## src/thc_pkg.sv

```systemverilog
// shared types and constants of the temperature and humidity compensation pipeline
package thc_pkg;

    localparam int CFG_IDX_W  = 4;
    localparam int CFG_DATA_W = 24;

    localparam logic [CFG_IDX_W-1:0] REG_CAL_T1  = 4'd0;
    localparam logic [CFG_IDX_W-1:0] REG_CAL_T2  = 4'd1;
    localparam logic [CFG_IDX_W-1:0] REG_CAL_T3  = 4'd2;
    localparam logic [CFG_IDX_W-1:0] REG_CAL_H1  = 4'd3;
    localparam logic [CFG_IDX_W-1:0] REG_CAL_H2  = 4'd4;
    localparam logic [CFG_IDX_W-1:0] REG_CAL_H3  = 4'd5;
    localparam logic [CFG_IDX_W-1:0] REG_CAL_H45 = 4'd6;
    localparam logic [CFG_IDX_W-1:0] REG_CAL_H6  = 4'd7;

    localparam int     T_FINE_OFFSET = 76800;
    localparam int     HUM_MAX_Q22   = 419430400;
    localparam longint HUM_SAT_LIM   = 64'sd1099511627776;

    typedef struct packed {
        logic        [15:0] t1;
        logic signed [15:0] t2;
        logic signed [15:0] t3;
        logic        [7:0]  h1;
        logic signed [15:0] h2;
        logic        [7:0]  h3;
        logic signed [11:0] h4;
        logic signed [11:0] h5;
        logic signed [7:0]  h6;
    } cal_t;

    typedef struct packed {
        logic signed [23:0] tf;
        logic signed [24:0] v;
        logic        [15:0] raw_hum;
    } temp_res_t;

    typedef struct packed {
        logic signed [15:0] temp_centi;
        logic signed [23:0] fine_temp;
        logic        [16:0] hum_q10;
        logic               hum_clamped;
    } res_t;

endpackage

```

## src/thc_cfg.sv

```systemverilog
// calibration register file with its write channel
module thc_cfg import thc_pkg::*; (
    input  logic                  aclk,
    input  logic                  aresetn,
    input  logic                  cfg_valid,
    output logic                  cfg_ready,
    input  logic [CFG_IDX_W-1:0]  cfg_index,
    input  logic [CFG_DATA_W-1:0] cfg_data,
    output cal_t                  cal
);

    cal_t cal_reg;

    assign cfg_ready = 1'b1;
    assign cal       = cal_reg;

    always_ff @(posedge aclk) begin
        if (!aresetn) begin
            cal_reg <= '0;
        end else if (cfg_valid) begin
            unique case (cfg_index)
                REG_CAL_T1:  cal_reg.t1 <= cfg_data[15:0];
                REG_CAL_T2:  cal_reg.t2 <= cfg_data[15:0];
                REG_CAL_T3:  cal_reg.t3 <= cfg_data[15:0];
                REG_CAL_H1:  cal_reg.h1 <= cfg_data[7:0];
                REG_CAL_H2:  cal_reg.h2 <= cfg_data[15:0];
                REG_CAL_H3:  cal_reg.h3 <= cfg_data[7:0];
                REG_CAL_H45: begin
                    cal_reg.h4 <= cfg_data[11:0];
                    cal_reg.h5 <= cfg_data[23:12];
                end
                REG_CAL_H6:  cal_reg.h6 <= cfg_data[7:0];
                default: ;
            endcase
        end
    end

endmodule

```

## config.mk

```make
export PLATFORM = sky130hd
export DESIGN_NAME = thc_cfg
export DESIGN_NICKNAME = d
export VERILOG_FILES = /design/src/thc_pkg.sv /design/src/thc_cfg.sv
export SDC_FILE = /design/constraint.sdc
export NUM_CORES = 1
export LEC_CHECK = 0
export ABC_CLOCK_PERIOD_IN_PS = 2700
export BUFFER_PORTS_ARGS = -buffer_cell sky130_fd_sc_hd__buf_2
export CORE_MARGIN = 2
export CORE_UTILIZATION = 50
export DETAILED_ROUTE_END_ITERATION = 10
export GPL_TIMING_DRIVEN = 0
export PLACE_DENSITY = 0.88
export RECOVER_POWER = 25
export SETUP_SLACK_MARGIN = 0.3
export SLEW_MARGIN = 0
export SYNTH_ARGS = -nofsm -noshare
export SYNTH_HDL_FRONTEND = slang
export SYNTH_SLANG_ARGS = --single-unit
```

## constraint.sdc

```tcl
create_clock -name aclk -period 2.7 [get_ports aclk]
set_input_delay 0.54 -clock aclk [delete_from_list [all_inputs] [get_ports aclk]]
set_output_delay 0.54 -clock aclk [all_outputs]
set_load 0.01 [all_outputs]
```

==> reports/qor.txt <==
Max H-tree Level = 3
CTS tree = yes
WL per Instance = 15.9 um
Root Buffer = clkbuf_8
Status = complete, no violations
Setup TNS = 0 ps
Die Ht = 95.5 um
Pwr/cell area = 564 nW/um2
Layout net count = 584
Worst r2r src = cal[93]$_SDFFE_PN0P_
RePlAce Congestion = 0.821
Flop-to-flop setup slack = 2040 ps
Post-CTS resize count = 0
Sequential power share = 56.9%
Worst flop-to-flop path endpoint = cal[93]$_SDFFE_PN0P_
Top-count cell post-synth = nand2_1
Pin slew with the least headroom to its limit = 551 ps
Pre-CTS WS = 838 ps
Area of the mapped netlist = 4180 um2
Clk pin slew, worst setup/hold paths = 100 ps
Final max-slew violation count = 0
CP max FO = 10
Port bufs = 141
Synth-to-Final Area Change = 25.3%
Drt pass-1 iters = 4
FF+latch count, synth = 112
RSZ-0062 raised after global routing = false
Die width = 95.5 um
Die area = 9110 um2
Ranking of synthesized cells by area = dfxtp_1, mux2i_1, nand2_1
Avg Inst Size Synth = 10.4 um2
Total internal power = 0.00228 W
Clock sinks = 112
Multi-input logic area = 1740 um2
Fraction of registers with async set or reset after synthesis = 0%
Final Worst Setup Slack = 1040 ps
Yosys top cell by area = dfxtp_1
I/O pins = 144
Clock Skew = 0 ps
Yosys top cell area share = 53.6%
Comb power frac = 6.5%
Sw Ratio = 23.0%
Worst min path class = input pin to flip-flop
Residual DRC count = 0
Core area = 8180 um2
P_sw = 0.000679 W
F_max = 603 MHz
Vias in the first global route = 3239
Post-route ant nets = 0
Worst EP arrival = 1940 ps
Starting Density = 51.2%
Post-CTS setup repair buffer count = 0
Post-synth top cells = nand2_1, dfxtp_1, mux2i_1
CTS buffer count = 9
Most used flip-flop cell after synthesis = dfxtp_1
Largest net degree at the start of global routing = 18
Total gr overflow = 0
Reg2reg path depth = 2
Seq/Total Area, Yosys = 53.6%
CP startpoint kind = input pin
Relative slew slack = 63.2%
Max cap viols = 0
Vias per cell = 5.00
Worst IR Drop VDD = 0.292 mV
Warnings from Yosys = 0
Drt total wl = 10500 um
Min Tclk post-route = 1660 ps
Final Util = 64.1%
Setup Viol. Count Final = 0
Iteration-0 DRC Markers = 115
Final hold violation count = 0
Power share of the clock group = 36.5%
Worst hold start = cfg_data[19]
Tcrit/Tclk final = 61.4%
Net Count, Synth = 432
Met1 wire length = 4590 um
Unique cell type count in the Yosys netlist = 19
Storage cell area = 2240 um2
First-pass GRT wire length = 16000 um
Inserted Diodes = 0
DPL Wire Length = 7750 um
Met3 WL = 497 um
Crit Path Category = input pin to flip-flop
Post-Syn Instances = 401
Worst hold stages = 3
# fillers = 693
Worst Setup End Kind = flip-flop
Row Count = 33
Antenna violations before repair = 0
Layout cells sized above 1 = 31.7%
Vias = 3316
Max reg flops = 112
Critical Path RT = 2980 ps
Clk buf depth = 2
EDFF count, synth = 0
Total track usage = 23.1%
Worst-Skew Late Latency = 350 ps
Static leakage = 2.76 nW
Uppermost layer routed = met4
CTS Hold Buffers Added = 0
Met2 WL post-DR = 5340 um
Hold Path End = cal[15]$_SDFFE_PN0P_
==> power groups by stage <==
| stage | clock network, W | logic [W] | registers [W] |
|---|---|---|---|
| floorplan | 0 | 0.0000983 | 0.00173 |
| global placement | 0 | 0.000188 | 0.00172 |
| detailed placement | 0 | 0.000193 | 0.00172 |
| CTS | 0.00108 | 0.000194 | 0.00168 |
| global route | 0.00115 | 0.000209 | 0.00169 |
| finish | 0.00108 | 0.000193 | 0.00168 |
==> worst max-delay path, cell delays in order <==
cell      delay, ps
clkbuf_1        320
clkbuf_1        400
clkbuf_1        420
nand2_1         120
mux2i_1         140
==> metrics by stage <==
step           hold WS [ps]  std cells  area (um2)  power [W]
4_1_cts                 416        663        5250    0.00296
3_3_place_gp            440        647        5020    0.00191
5_1_grt                 410        663        5240    0.00305
2_1_floorplan           479        401        4180    0.00183
6_report                426        663        5240    0.00296
3_5_place_dp            443        647        5020    0.00191
==> cells by family (layout without fill, tap and decap cells) <==
kind of cell / Yosys count / in the layout / share of synthesized area (%)
and+or+nand+nor: 148 / 148 / 14.7
other: 1 / 1 / 0.0897
DFF: 112 / 112 / 53.6
muxes: 112 / 112 / 26.8
buffers and inverters: 28 / 185 / 4.85
==> worst max path at each step <==
| stage | start | end | depth (start not counted) |
|---|---|---|---|
| after CTS | aresetn | cal[69]$_SDFFE_PN0P_ | 4 |
| after global placement | aresetn | cal[25]$_SDFFE_PN0P_ | 4 |
| after detailed placement | aresetn | cal[37]$_SDFFE_PN0P_ | 4 |
| final | aresetn | cal[13]$_SDFFE_PN0P_ | 5 |
| after floorplan | cfg_index[3] | cal[25]$_SDFFE_PN0P_ | 5 |
| after global routing | aresetn | cal[8]$_SDFFE_PN0P_ | 5 |
==> metal layers <==
layer,global-route usage (%),vias to the layer above
met5,0,-
met4,6.79,0
met3,5.45,8
met2,39.7,86
met1,28.8,1607
li1,-,1615
==> cell type report <==
class	instances	share of cell area, %
flip-flops and latches	112	42.8
clock inverters	3	0.883
plain buffers	28	3.80
clock buffers	13	3.41
well taps	105	2.51
repair buffers	141	13.5
multi-input cells	261	33.2
==> placed cells by master (no fill, tap or decap), types with 2 or more instances in the layout <==
cell / count
buf_2: 145
nand2_1: 137
mux2i_1: 112
dfxtp_1: 112
clkbuf_1: 13
clkbuf_8: 13
buf_6: 6
buf_4: 3
nand3b_1: 2
buf_12: 2
nor3b_1: 2
Note: power is estimated with default switching activity, not from simulation.
