===== config.mk =====
export PLATFORM = sky130hd
export DESIGN_NAME = thc_temp
export DESIGN_NICKNAME = d
export VERILOG_FILES = /design/src/thc_pkg.sv /design/src/thc_temp.sv
export SDC_FILE = /design/constraint.sdc
export NUM_CORES = 2
export LEC_CHECK = 0
export BUFFER_PORTS_ARGS = -buffer_cell sky130_fd_sc_hd__buf_2
export CORE_AREA = 2 2 308 310
export CTS_CLUSTER_SIZE = 24
export DETAILED_ROUTE_END_ITERATION = 8
export DIE_AREA = 0 0 310 312
export GPL_ROUTABILITY_DRIVEN = 0
export GPL_TIMING_DRIVEN = 1
export PLACE_DENSITY = 0.54
export SKIP_LAST_GASP = 1
export SYNTH_ARGS = -nofsm -noshare
export SYNTH_HDL_FRONTEND = slang
export SYNTH_SLANG_ARGS = --single-unit

===== constraint.sdc =====
create_clock -name aclk -period 13.65 [get_ports aclk]
set_input_delay 2.73 -clock aclk [delete_from_list [all_inputs] [get_ports aclk]]
set_output_delay 2.73 -clock aclk [all_outputs]
set_load 0.005 [all_outputs]

===== src/thc_pkg.sv =====
// shared types and constants of the temperature and humidity compensation pipeline
package thc_pkg;

    localparam int CFG_IDX_W  = 4;
    localparam int CFG_DATA_W = 24;

    localparam logic [CFG_IDX_W-1:0] REG_CAL_T1  = 4'd0;
    localparam logic [CFG_IDX_W-1:0] REG_CAL_T2  = 4'd1;
    localparam logic [CFG_IDX_W-1:0] REG_CAL_T3  = 4'd2;
    localparam logic [CFG_IDX_W-1:0] REG_CAL_H1  = 4'd3;
    localparam logic [CFG_IDX_W-1:0] REG_CAL_H2  = 4'd4;
    localparam logic [CFG_IDX_W-1:0] REG_CAL_H3  = 4'd5;
    localparam logic [CFG_IDX_W-1:0] REG_CAL_H45 = 4'd6;
    localparam logic [CFG_IDX_W-1:0] REG_CAL_H6  = 4'd7;

    localparam int     T_FINE_OFFSET = 76800;
    localparam int     HUM_MAX_Q22   = 419430400;
    localparam longint HUM_SAT_LIM   = 64'sd1099511627776;

    typedef struct packed {
        logic        [15:0] t1;
        logic signed [15:0] t2;
        logic signed [15:0] t3;
        logic        [7:0]  h1;
        logic signed [15:0] h2;
        logic        [7:0]  h3;
        logic signed [11:0] h4;
        logic signed [11:0] h5;
        logic signed [7:0]  h6;
    } cal_t;

    typedef struct packed {
        logic signed [23:0] tf;
        logic signed [24:0] v;
        logic        [15:0] raw_hum;
    } temp_res_t;

    typedef struct packed {
        logic signed [15:0] temp_centi;
        logic signed [23:0] fine_temp;
        logic        [16:0] hum_q10;
        logic               hum_clamped;
    } res_t;

endpackage


===== src/thc_temp.sv =====
// three-stage fine temperature pipeline
module thc_temp import thc_pkg::*; (
    input  logic        aclk,
    input  logic        aresetn,
    input  logic        in_valid,
    output logic        in_ready,
    input  logic [19:0] raw_temp,
    input  logic [15:0] raw_hum,
    input  cal_t        cal,
    output logic        out_valid,
    input  logic        out_ready,
    output temp_res_t   out_res
);

    localparam int NS = 3;

    logic [NS-1:0] vld_reg;
    logic [NS-1:0] vld_next;
    logic [NS-1:0] en;

    logic signed [17:0] tdiff;
    logic signed [33:0] tlin;
    logic signed [16:0] tdev;
    logic signed [33:0] tsq;
    logic signed [33:0] tlin_reg;
    logic        [31:0] tsq_reg;
    logic        [15:0] hum0_reg;

    logic signed [22:0] ta;
    logic signed [20:0] dsh;
    logic signed [36:0] tquad;
    logic signed [22:0] ta_reg;
    logic signed [36:0] tquad_reg;
    logic        [15:0] hum1_reg;

    logic signed [22:0] tb;
    logic signed [23:0] tf;
    logic signed [24:0] v;
    logic signed [23:0] tf_reg;
    logic signed [24:0] v_reg;
    logic        [15:0] hum2_reg;

    // ready ripples back through empty stages
    always_comb begin
        en[NS-1] = !vld_reg[NS-1] || out_ready;
        for (int i = NS - 2; i >= 0; i--) begin
            en[i] = !vld_reg[i] || en[i+1];
        end
    end

    assign vld_next  = {vld_reg[NS-2:0], in_valid};
    assign in_ready  = en[0];
    assign out_valid = vld_reg[NS-1];

    always_ff @(posedge aclk) begin
        if (!aresetn) begin
            vld_reg <= '0;
        end else begin
            for (int i = 0; i < NS; i++) begin
                if (en[i]) begin
                    vld_reg[i] <= vld_next[i];
                end
            end
        end
    end

    // linear and square terms
    always_comb begin
        tdiff = $signed({1'b0, raw_temp[19:3]}) - $signed({1'b0, cal.t1, 1'b0});
        tlin  = tdiff * $signed(cal.t2);
        tdev  = $signed({1'b0, raw_temp[19:4]}) - $signed({1'b0, cal.t1});
        tsq   = tdev * tdev;
    end

    always_ff @(posedge aclk) begin
        if (en[0]) begin
            tlin_reg <= tlin;
            tsq_reg  <= tsq[31:0];
            hum0_reg <= raw_hum;
        end
    end

    // quadratic term
    always_comb begin
        ta    = tlin_reg[33:11];
        dsh   = {1'b0, tsq_reg[31:12]};
        tquad = dsh * $signed(cal.t3);
    end

    always_ff @(posedge aclk) begin
        if (en[1]) begin
            ta_reg    <= ta;
            tquad_reg <= tquad;
            hum1_reg  <= hum0_reg;
        end
    end

    // fine temperature and its humidity offset
    always_comb begin
        tb = tquad_reg[36:14];
        tf = 24'(ta_reg) + 24'(tb);
        v  = 25'(tf) - 25'(T_FINE_OFFSET);
    end

    always_ff @(posedge aclk) begin
        if (en[2]) begin
            tf_reg   <= tf;
            v_reg    <= v;
            hum2_reg <= hum1_reg;
        end
    end

    assign out_res.tf      = tf_reg;
    assign out_res.v       = v_reg;
    assign out_res.raw_hum = hum2_reg;

endmodule


==> qor.yml <==
run_status:
  status: "completed"
route:
  route.met3.wl_mm: 3.22
  wl_met2_mm: 44.4
  highest_layer: "met5"
  wire_per_inst_um: 16.9
  dr.pass1.iters: 5
  drc: 0
  vias_per_cell: 4.75
  drt_iter0_drc: 894
  vias: 24500
  ant_nets: 0
  wl_met1_mm: 37.7
  drt-total-wl_mm: 86.8
logic_synthesis:
  avgSynthCellArea_um2: 9.77
  synth_cells: 3802
  ys_seq_elements: 179
  ys_async_sr_fraction_pct: 0
  yosysWarnings: 0
  synth_nets: 5077
  synth_edf_count: 176
  synth-main-ff-cell: "edfxtp_1"
  ys_types: 73
  yosysSeqAreaShare_pct: 14.4
  syn-cell-area_mm2: 0.0372
timing:
  slew_violations: 0
  rsz0062_at_grt: "false"
  fin_crit_sh_pct: 83.8
  setup_viol_count_final: 0
  clock.fmax_ghz: 0.0874
  tns_ps: 0
  slew_headroom_pct: 32.7
  worst-slew-pin-transition_ps: 1010
  fin_crit_ps: 11440
  finalHoldViolCount: 0
  finalClockSkew_ps: 20.9
clock_network:
  cts_hold_buf: 0
  postCtsSetupBuffers: 0
  cts_root_buf: "clkbuf_16"
  clkLatencyLatePin_ps: 460
  path_clk_slew_ps: 80
  htreeDepth: 4
  post_cts_resized: 0
  clockBufferDepth: 2
  cts_sinks: 179
  cts_tree: "yes"
  numCtsBuffers: 17
floorplan:
  die_h_um: 312
  core_area_mm2: 0.0930
  io_pins: 219
  dieArea_mm2: 0.0967
  initial_core_util_pct: 39.9
  die_w_um: 310
  rows: 112
min_path:
  min-delay-start: "tlin_reg[14]$_DFFE_PP_"
  min_delay_path_depth: 0
  hold_class: "flip-flop to flip-flop"
  holdPathEnd: "ta_reg[3]$_DFFE_PP_"
setup_path:
  rr_worst_depth: 23
  reg2reg_slack_ps: 6290
  crit_required_ps: 13840
  cpPeakStageDelay_ps: 520
  path_common_cell: "fa_1"
  r2r_end: "tquad_reg[36]$_DFFE_PP_"
  cp_slowest_cell: "fa_1"
  crit_arrival_ps: 11630
  r2r-start: "tsq_reg[21]$_DFFE_PP_"
  path_class: "input port to flip-flop"
  crit_fanout: 16
  startpoint_type: "input port"
  end_kind: "flip-flop"
grt:
  grt_max_degree: 63
  grtUsageTotal_pct: 18.9
  antenna_found_initial: 5
  grt.overflow.total: 0
  grt_pass1_vias: 26800
  grt_first_pass_wirelength_mm: 143
final_layout:
  area_growth_pct: 7.44
  fin_area_mm2: 0.0399
  finish.net_count: 5156
  layoutNonFillerInstCount: 5148
  final_core_util_pct: 42.9
  largest_register_ffs: 24
  diodes: 0
  fillers: 9323
  layout-drive-gt1-share_pct: 7.11
place:
  port-buffer-count: 151
  placed_cells: 5116
  place_area_mm2: 0.0393
  hpwl_mm: 70.0
run:
  drv_cap: 0
[per-stage QoR]
step | setup WS, ps | hold WS (ps)
floorplan | 3260 | 400
global placement | 1780 | 400
detailed placement | 1660 | 405
CTS | 2120 | 414
global route | 1420 | 426
finish | 2210 | 415
[how the worst max path moves through the flow]
stage | from | to | slack, ps
final | raw_temp[4] | tlin_reg[33]$_DFFE_PP_ | 2210
after global routing | raw_temp[4] | tlin_reg[33]$_DFFE_PP_ | 1420
after CTS | raw_temp[4] | tlin_reg[33]$_DFFE_PP_ | 2120
after detailed placement | raw_temp[4] | tlin_reg[33]$_DFFE_PP_ | 1660
after global placement | raw_temp[4] | tlin_reg[33]$_DFFE_PP_ | 1780
after floorplan | cal[102] | tlin_reg[33]$_DFFE_PP_ | 3260
[cells in the mapped netlist (3+ instances only)]
library cell  instances  share of area [%]
buf_4                11               0.22
nand2_1             461                4.7
o21ai_1              13               0.18
inv_1              1005                 10
fa_1                794                 43
a21o_1               21               0.42
edfxtp_1            176                 14
nor2b_1              36               0.61
buf_1                 5              0.051
dfxtp_1               3               0.16
o21ai_0              35               0.47
o31ai_1               5               0.10
buf_2                 3              0.040
a2111oi_0             3              0.071
or2_2                 7               0.12
nand2b_1             39               0.66
a31oi_1              11               0.19
clkbuf_1            110                1.1
and3_1                8               0.13
xor2_1               34               0.80
o22ai_1               3              0.051
a311oi_1              3              0.071
and2_1              215                3.6
xnor2_1              79                1.9
o21bai_1              7               0.14
inv_2                10               0.10
nor3b_1               5               0.10
and4_1                3              0.071
o211ai_1              6               0.12
a21boi_1              3              0.061
a31oi_4               7               0.40
a211oi_1             11               0.22
nor4_1                4              0.067
or3_1                 5              0.084
o2111ai_1             3              0.071
o31a_1                4              0.094
nor2_1              133                1.3
a21oi_1              68               0.92
nand3_1              22               0.30
nand4_1               9               0.15
o21a_1               21               0.42
a21boi_0              4              0.081
ha_1                329                 11
nor3_1               31               0.42
[cell families (layout without fill, tap and decap cells)]
| family | after synthesis | after routing | share of synthesized area, % |
|---|---|---|---|
| XOR/XNOR | 115 | 115 | 2.75 |
| flip-flops | 179 | 179 | 14.4 |
| AND/OR/NAND/NOR | 992 | 992 | 12.7 |
| buffers and inverters | 1147 | 1239 | 11.8 |
| adder cells (fa/ha/maj) | 1123 | 1123 | 53.9 |
| AO/OA/AOI/OAI | 246 | 246 | 4.57 |
[placed cells by master (no fill, tap or decap), drive strengths merged, types with 4 or more instances in the layout]
cell type,synthesis,layout
a31oi,19,19
or2,8,8
xor2,34,34
nor4,5,5
and2,215,215
and3,8,8
a21oi,69,69
nor3b,5,5
nor2,133,133
nor2b,37,37
nand3,23,23
nand2,461,461
inv,1015,1022
nand2b,39,39
clkbuf,110,17
nand4,9,9
a211oi,12,12
or3,6,6
fa,794,794
edfxtp,176,176
buf,21,191
xnor2,81,81
o31ai,5,5
a2111oi,4,4
clkinv,1,9
o21bai,7,7
o211ai,6,6
ha,329,329
nor3,31,31
a21o,21,21
o31a,4,4
o21ai,50,50
o21a,21,21
a21boi,8,8
[worst max-delay path, delay by kind of cell]
| family | cells | cell delay, ps |
|---|---|---|
| xor+xnor | 2 | 710 |
| buf+inv | 8 | 990 |
| compound gates | 12 | 2430 |
| simple gates | 4 | 780 |
| fa+ha+maj | 9 | 3970 |
[per-layer routing]
metal / track usage [%] / vias to the layer above
met3: 2.06 / 88
met1: 24.8 / 12500
met2: 33.8 / 417
li1: - / 11400
met5: 0 / -
met4: 3.77 / 4
[area by class of cell]
cell class              instances  area, um^2  area share, %
clock inverters                15         184          0.461
well taps                    1254        1570           3.93
clock buffers                  17         425           1.07
flip-flops and latches        179        5350           13.4
multi-input cells            2476       27500           69.0
repair buffers                191        1060           2.65
inverters                    1016        3810           9.55
Power is not shown: default switching activity piles up to over one toggle a cycle in this logic, so the estimate is an artifact.
